## src/rtl/pf_pkg.sv

```systemverilog
// Shared constants for the prime factoriser.
package pf_pkg;

    localparam int FIELD_W       = 16;
    localparam int MAX_RESULTS   = 16;
    localparam int CNT_W         = $clog2(MAX_RESULTS);
    localparam int FIRST_DIVISOR = 2;

    typedef logic [FIELD_W-1:0] field_t;

endpackage : pf_pkg

```

## src/rtl/prime_factorizer.sv

```systemverilog
// Trial-division prime factoriser: sequencer around a shared serial divider.
//
// Takes one number per input beat and returns its prime factors smallest
// first, one per output beat, the final one flagged by last; 0 and 1 give a
// single beat with factor 0 and no_factors set. Only the low WIDTH bits of
// number are used (at most 16). Each trial divisor is one run of the
// bit-serial divider that all trials share, DW = min(WIDTH, 16) bits wide,
// and each factor found adds an emit state. A 16-bit input needs up to
// about 255 trials. in_ready is high only while no number is in work; the
// output register lets the next number enter while the last factor still
// waits to be taken.
module prime_factorizer #(
    parameter int WIDTH = 16
) (
    input  logic                   clk,
    input  logic                   rst_n,
    input  logic                   in_valid,
    output logic                   in_ready,
    input  logic [pf_pkg::FIELD_W-1:0] number,
    output logic                   out_valid,
    input  logic                   out_ready,
    output logic [pf_pkg::FIELD_W-1:0] factor,
    output logic                   last,
    output logic                   no_factors
);

    import pf_pkg::*;

    localparam int DW = (WIDTH < FIELD_W) ? WIDTH : FIELD_W;

    typedef enum logic [1:0] {
        S_IDLE,
        S_CHECK,
        S_DIV,
        S_EMIT
    } state_t;

    state_t         state_reg;
    logic           div_start_reg;
    logic [DW-1:0]  x_reg;
    logic [DW-1:0]  d_reg;
    logic [DW:0]    sq_reg;
    logic [CNT_W-1:0] cnt_reg;

    logic [DW-1:0]  pend_factor_reg;
    logic           pend_last_reg;
    logic           pend_none_reg;

    logic           out_valid_reg;
    field_t         factor_reg;
    logic           last_reg;
    logic           none_reg;

    logic           div_done;
    logic [DW-1:0]  div_quo;
    logic [DW-1:0]  div_rem;
    logic [DW-1:0]  x_in;
    logic           slot_free;

    assign x_in      = number[DW-1:0];
    assign slot_free = !out_valid_reg || out_ready;

    pf_divider #(
        .W (DW)
    ) u_div (
        .clk       (clk),
        .rst_n     (rst_n),
        .start     (div_start_reg),
        .dividend  (x_reg),
        .divisor   (d_reg),
        .done      (div_done),
        .quotient  (div_quo),
        .remainder (div_rem)
    );

    always_ff @(posedge clk or negedge rst_n)
    begin
        if (!rst_n)
        begin
            state_reg     <= S_IDLE;
            div_start_reg <= 1'b0;
            out_valid_reg <= 1'b0;
        end
        else
        begin
            div_start_reg <= 1'b0;
            if (out_valid_reg && out_ready)
            begin
                out_valid_reg <= 1'b0;
            end

            case (state_reg)
                S_IDLE:
                begin
                    if (in_valid)
                    begin
                        x_reg   <= x_in;
                        d_reg   <= DW'(FIRST_DIVISOR);
                        sq_reg  <= (DW + 1)'(FIRST_DIVISOR * FIRST_DIVISOR);
                        cnt_reg <= '0;
                        if (x_in < DW'(FIRST_DIVISOR))
                        begin
                            pend_factor_reg <= '0;
                            pend_last_reg   <= 1'b1;
                            pend_none_reg   <= 1'b1;
                            state_reg       <= S_EMIT;
                        end
                        else
                        begin
                            state_reg <= S_CHECK;
                        end
                    end
                end

                S_CHECK:
                begin
                    if (sq_reg <= {1'b0, x_reg})
                    begin
                        div_start_reg <= 1'b1;
                        state_reg     <= S_DIV;
                    end
                    else
                    begin
                        // no divisor left: the cofactor is the largest prime
                        pend_factor_reg <= x_reg;
                        pend_last_reg   <= 1'b1;
                        pend_none_reg   <= 1'b0;
                        state_reg       <= S_EMIT;
                    end
                end

                S_DIV:
                begin
                    if (div_done)
                    begin
                        if (div_rem == '0)
                        begin
                            pend_none_reg <= 1'b0;
                            if (cnt_reg == CNT_W'(MAX_RESULTS - 1))
                            begin
                                pend_factor_reg <= x_reg;
                                pend_last_reg   <= 1'b1;
                            end
                            else
                            begin
                                pend_factor_reg <= d_reg;
                                pend_last_reg   <= 1'b0;
                                x_reg           <= div_quo;
                                cnt_reg         <= cnt_reg + CNT_W'(1);
                            end
                            state_reg <= S_EMIT;
                        end
                        else
                        begin
                            // (d+1)^2 = d^2 + 2d + 1
                            d_reg     <= d_reg + DW'(1);
                            sq_reg    <= sq_reg + {d_reg, 1'b1};
                            state_reg <= S_CHECK;
                        end
                    end
                end

                S_EMIT:
                begin
                    if (slot_free)
                    begin
                        out_valid_reg <= 1'b1;
                        factor_reg    <= FIELD_W'(pend_factor_reg);
                        last_reg      <= pend_last_reg;
                        none_reg      <= pend_none_reg;
                        state_reg     <= pend_last_reg ? S_IDLE : S_CHECK;
                    end
                end

                default:
                begin
                    state_reg <= S_IDLE;
                end
            endcase
        end
    end

    assign in_ready   = (state_reg == S_IDLE);
    assign out_valid  = out_valid_reg;
    assign factor     = factor_reg;
    assign last       = last_reg;
    assign no_factors = none_reg;

endmodule : prime_factorizer

```

## src/rtl/pf_divider.sv

```systemverilog
// Bit-serial restoring divider, one quotient bit per cycle.
module pf_divider #(
    parameter int W = 16
) (
    input  logic         clk,
    input  logic         rst_n,
    input  logic         start,
    input  logic [W-1:0] dividend,
    input  logic [W-1:0] divisor,
    output logic         done,
    output logic [W-1:0] quotient,
    output logic [W-1:0] remainder
);

    localparam int CW = $clog2(W + 1);

    logic          busy_reg;
    logic          done_reg;
    logic [CW-1:0] cnt_reg;
    logic [W-1:0]  quo_reg;
    logic [W-1:0]  rem_reg;

    logic [W:0]    rem_sh;
    logic [W:0]    diff;
    logic          ge;

    assign rem_sh = {rem_reg, quo_reg[W-1]};
    assign diff   = rem_sh - {1'b0, divisor};
    assign ge     = (rem_sh >= {1'b0, divisor});

    always_ff @(posedge clk or negedge rst_n)
    begin
        if (!rst_n)
        begin
            busy_reg <= 1'b0;
            done_reg <= 1'b0;
            cnt_reg  <= '0;
        end
        else
        begin
            done_reg <= 1'b0;
            if (start)
            begin
                busy_reg <= 1'b1;
                cnt_reg  <= CW'(W);
            end
            else if (busy_reg)
            begin
                cnt_reg <= cnt_reg - CW'(1);
                if (cnt_reg == CW'(1))
                begin
                    busy_reg <= 1'b0;
                    done_reg <= 1'b1;
                end
            end
        end
    end

    always_ff @(posedge clk)
    begin
        if (start)
        begin
            quo_reg <= dividend;
            rem_reg <= '0;
        end
        else if (busy_reg)
        begin
            // remainder stays below the divisor, so W bits hold it
            rem_reg <= ge ? diff[W-1:0] : rem_sh[W-1:0];
            quo_reg <= {quo_reg[W-2:0], ge};
        end
    end

    assign done      = done_reg;
    assign quotient  = quo_reg;
    assign remainder = rem_reg;

endmodule : pf_divider
```

## config.mk

```make
export PLATFORM = sky130hd
export DESIGN_NAME = prime_factorizer
export DESIGN_NICKNAME = d
export VERILOG_FILES = /design/src/rtl/pf_pkg.sv /design/src/rtl/prime_factorizer.sv /design/src/rtl/pf_divider.sv
export SDC_FILE = /design/constraint.sdc
export NUM_CORES = 1
export LEC_CHECK = 0
export BUFFER_PORTS_ARGS = -buffer_cell sky130_fd_sc_hd__buf_2
export CAP_MARGIN = 10
export CORE_ASPECT_RATIO = 0.9
export CORE_MARGIN = 2
export CORE_UTILIZATION = 55
export DETAILED_ROUTE_END_ITERATION = 10
export PLACE_DENSITY_LB_ADDON = 0.05
export SLEW_MARGIN = 10
export SYNTH_ARGS = -nofsm -noshare
export SYNTH_HDL_FRONTEND = slang
export SYNTH_SLANG_ARGS = --single-unit
```

## constraint.sdc

```tcl
create_clock -name clk -period 9.2 [get_ports clk]
set_input_delay 1.38 -clock clk [delete_from_list [all_inputs] [get_ports clk]]
set_output_delay 1.38 -clock clk [all_outputs]
set_load 0.01 [all_outputs]
```

==> run metrics <==
status=complete, no violations; cell row count=approximately 40; area delta synth->final=12.28%; Setup Skew=approximately 0.0075 ns; worst r2r dst=u_div.remainder[0]; dominant synthesized flop cell=edfxtp_1; fin nets=845; Hold Startpoint=pend_factor_reg[0]; CP required=9.54 ns; setup_tns=0 ns; fin crit period=between 3 and 4 ns; worst skew pair latency=0.43 ns; Via density=between 6 and 7; # fillers=1157; number of port buffers=39; Slew Limit Fails=0; Antenna Nets Post-Route=0; #FFs+latches synth=about 130; Cell Pwr Density=between 300 and 400 nW/um2; Peak supply drop=between 0.00015 and 0.0002 V; global-route wire length before repair=a little under 30000 um; die width=approximately 130 um; simple-gate portion of the synthesized area=13.40%; syn_area_per_cell=10.65 um2; most frequent cell after synthesis=edfxtp_1; drt pass-1 iters=5; Post-Syn Area=about 7800 um2; Async S/R FF share, synth=under 10%; synth top area cells=edfxtp_1, ha_1, mux2_2, nor2_1, dfxtp_1; DRT Wirelength=18610 um; Synth warnings=0; DP HPWL=between 10000 and 15000 um; Vias=5898; post-synthesis cell type with the largest combined area=edfxtp_1; Final Cycle Share=around 36%; compound-cell area share of the yosys netlist=15.89%; path type of the worst setup path=reg -> reg; hold depth=0; synth cell count leaders=edfxtp_1, nor2_1, ha_1; HP Class=reg -> reg; register clock-pin slew on the reported worst setup and hold paths=around 0.06 ns; MaxCap Viol Count=0; core area=about 14000 um2; CTS buffer count=17; GP Congestion=roughly 0.8; critical path endpoint category=register; reg2reg path depth=8; CP Max Fanout=16; post-CTS sizing=0; gr usage total=between 20% and 30%; grt total ovfl=0; final hold vios=0; register area share after synthesis=~48%; Setup-failing EPs final=0; initial core utilization=56.03%; multi-input logic area=3749 um2; Post-CTS Setup Repair Bufs=0; share of cells above drive strength 1=between 15 and 20%; Rel. slew slack=19.43%; wire length per cell after detailed routing=between 15 and 20 um; Synth cell types=70; hold_buf cts=0; Synth top area share=40.33%; DRC viols=0; Post-synth EDFFs=105; Worst Path Arrival=3.66 ns; number of DRC markers in iteration 0=roughly 560; Largest register FFs=17; WHS Endpoint=factor[0]; # diodes=0; maximum level of the CTS H-tree=4; Adder-Cell Fraction of Synth Area=under 10%; Syn Nets=811; Reg area=between 3000 and 4000 um2; largest net degree at the start of global routing=43; Startpoint Class=register; Die Ht=around 120 um; Max Clk Rate=just over 300 MHz; vias in the first global route=5535; CTS max path bufs=2; full die area=15180 um2; Mapped Cells=734; RR Startpoint=d_reg[1]; largest family of logic cells by synthesized area=compound AO/OA/AOI/OAI gates; flop-to-flop setup slack=5.89 ns; Num Clock Sinks=around 130; CTS tree=built; measured slew at the worst slew-check pin=1.206 ns; mux contribution to synthesized area=5.778%; RSZ-0062 raised after global routing=false; post-layout util=62.90%; CTS Root Cell=clkbuf_16; leak pwr=approximately 3.5 nW; total I/O pin count=40; XOR/XNOR Fraction of Synth Area=3.361%; initial antenna violation count=0
==> layout make-up <==
type,instances,area share (%)
clock buffer,17,4.847
clock inverter,15,1.939
inverter,56,2.395
multi-input combinational,517,42.71
sequential,132,42.71
tap,193,2.751
timing repair buffer,44,2.651
==> per-stage QoR <==
step	setup WS [ns]	hold slack, ns	power, mW	instances	instance area (um2)
after floorplan	4.865	0.4003	2.379	734	7818
final	5.885	0.4183	3.474	974	8777
after CTS	5.735	0.4191	3.466	974	8771
after global routing	5.644	0.4210	3.706	974	8777
after detailed placement	5.510	0.4045	2.778	942	8175
after global placement	5.592	0.4086	2.741	942	8175
==> routing by layer <==
metal  wire length, um  global-route usage [%]
met2              8996                   42.55
met4               505                   9.964
met1              8336                   33.88
met5                 0                       0
met3               771                   5.000
==> worst max-delay path by stage <==
| stage | start | end | slack, ns | cells past startpoint |
|---|---|---|---|---|
| final | d_reg[1] | u_div.remainder[0] | 5.89 | 8 |
| after global routing | d_reg[1] | u_div.remainder[0] | 5.64 | 8 |
| after CTS | state_reg[0] | pend_factor_reg[1] | 5.73 | 7 |
| after detailed placement | number[11] | pend_factor_reg[11] | 5.51 | 4 |
| after global placement | number[11] | pend_factor_reg[15] | 5.59 | 4 |
| after floorplan | in_valid | d_reg[0] | 4.86 | 2 |
==> kinds of logic after synthesis <==
group | after synthesis
AND/OR/NAND/NOR | 220
AO/OA/AOI/OAI | 169
flip-flops | 132
buffers and inverters | 85
adder cells (fa/ha/maj) | 57
multiplexers | 41
XOR/XNOR | 30
==> where the power goes <==
| group | switching (mW) | internal, mW |
|---|---|---|
| logic | 0.988 | 0.688 |
| registers | 0.171 | 0.945 |
| clock network | 0.276 | 0.405 |
| total | 1.43 | 2.04 |
==> cells in the final DEF, fill, tap and decap left out, drive strengths merged, types with 7 or more instances in the layout <==
master,instances
nor4,12
nand2b,10
clkbuf,17
dfxtp,16
nor2,88
a31oi,7
nand2,34
a21oi,26
ha,55
or3,7
a21o,13
inv,61
dfrtp,11
nor2b,7
nand3,21
a211oi,16
xnor2,25
mux2i,8
edfxtp,105
o21ai,26
nand4,8
a22oi,16
a311oi,8
nor3,15
buf,44
mux2,33
==> critical path, cell delays in order, from the launching register on <==
cell      delay, ns
edfxtp_1       0.54
inv_1          0.08
ha_1           0.31
nor2b_1        0.15
o31ai_1        0.59
a211oi_2       0.23
o31ai_4        0.72
mux2_1         0.38
a211oi_1       0.22
Note: power is estimated with default switching activity, not from simulation.
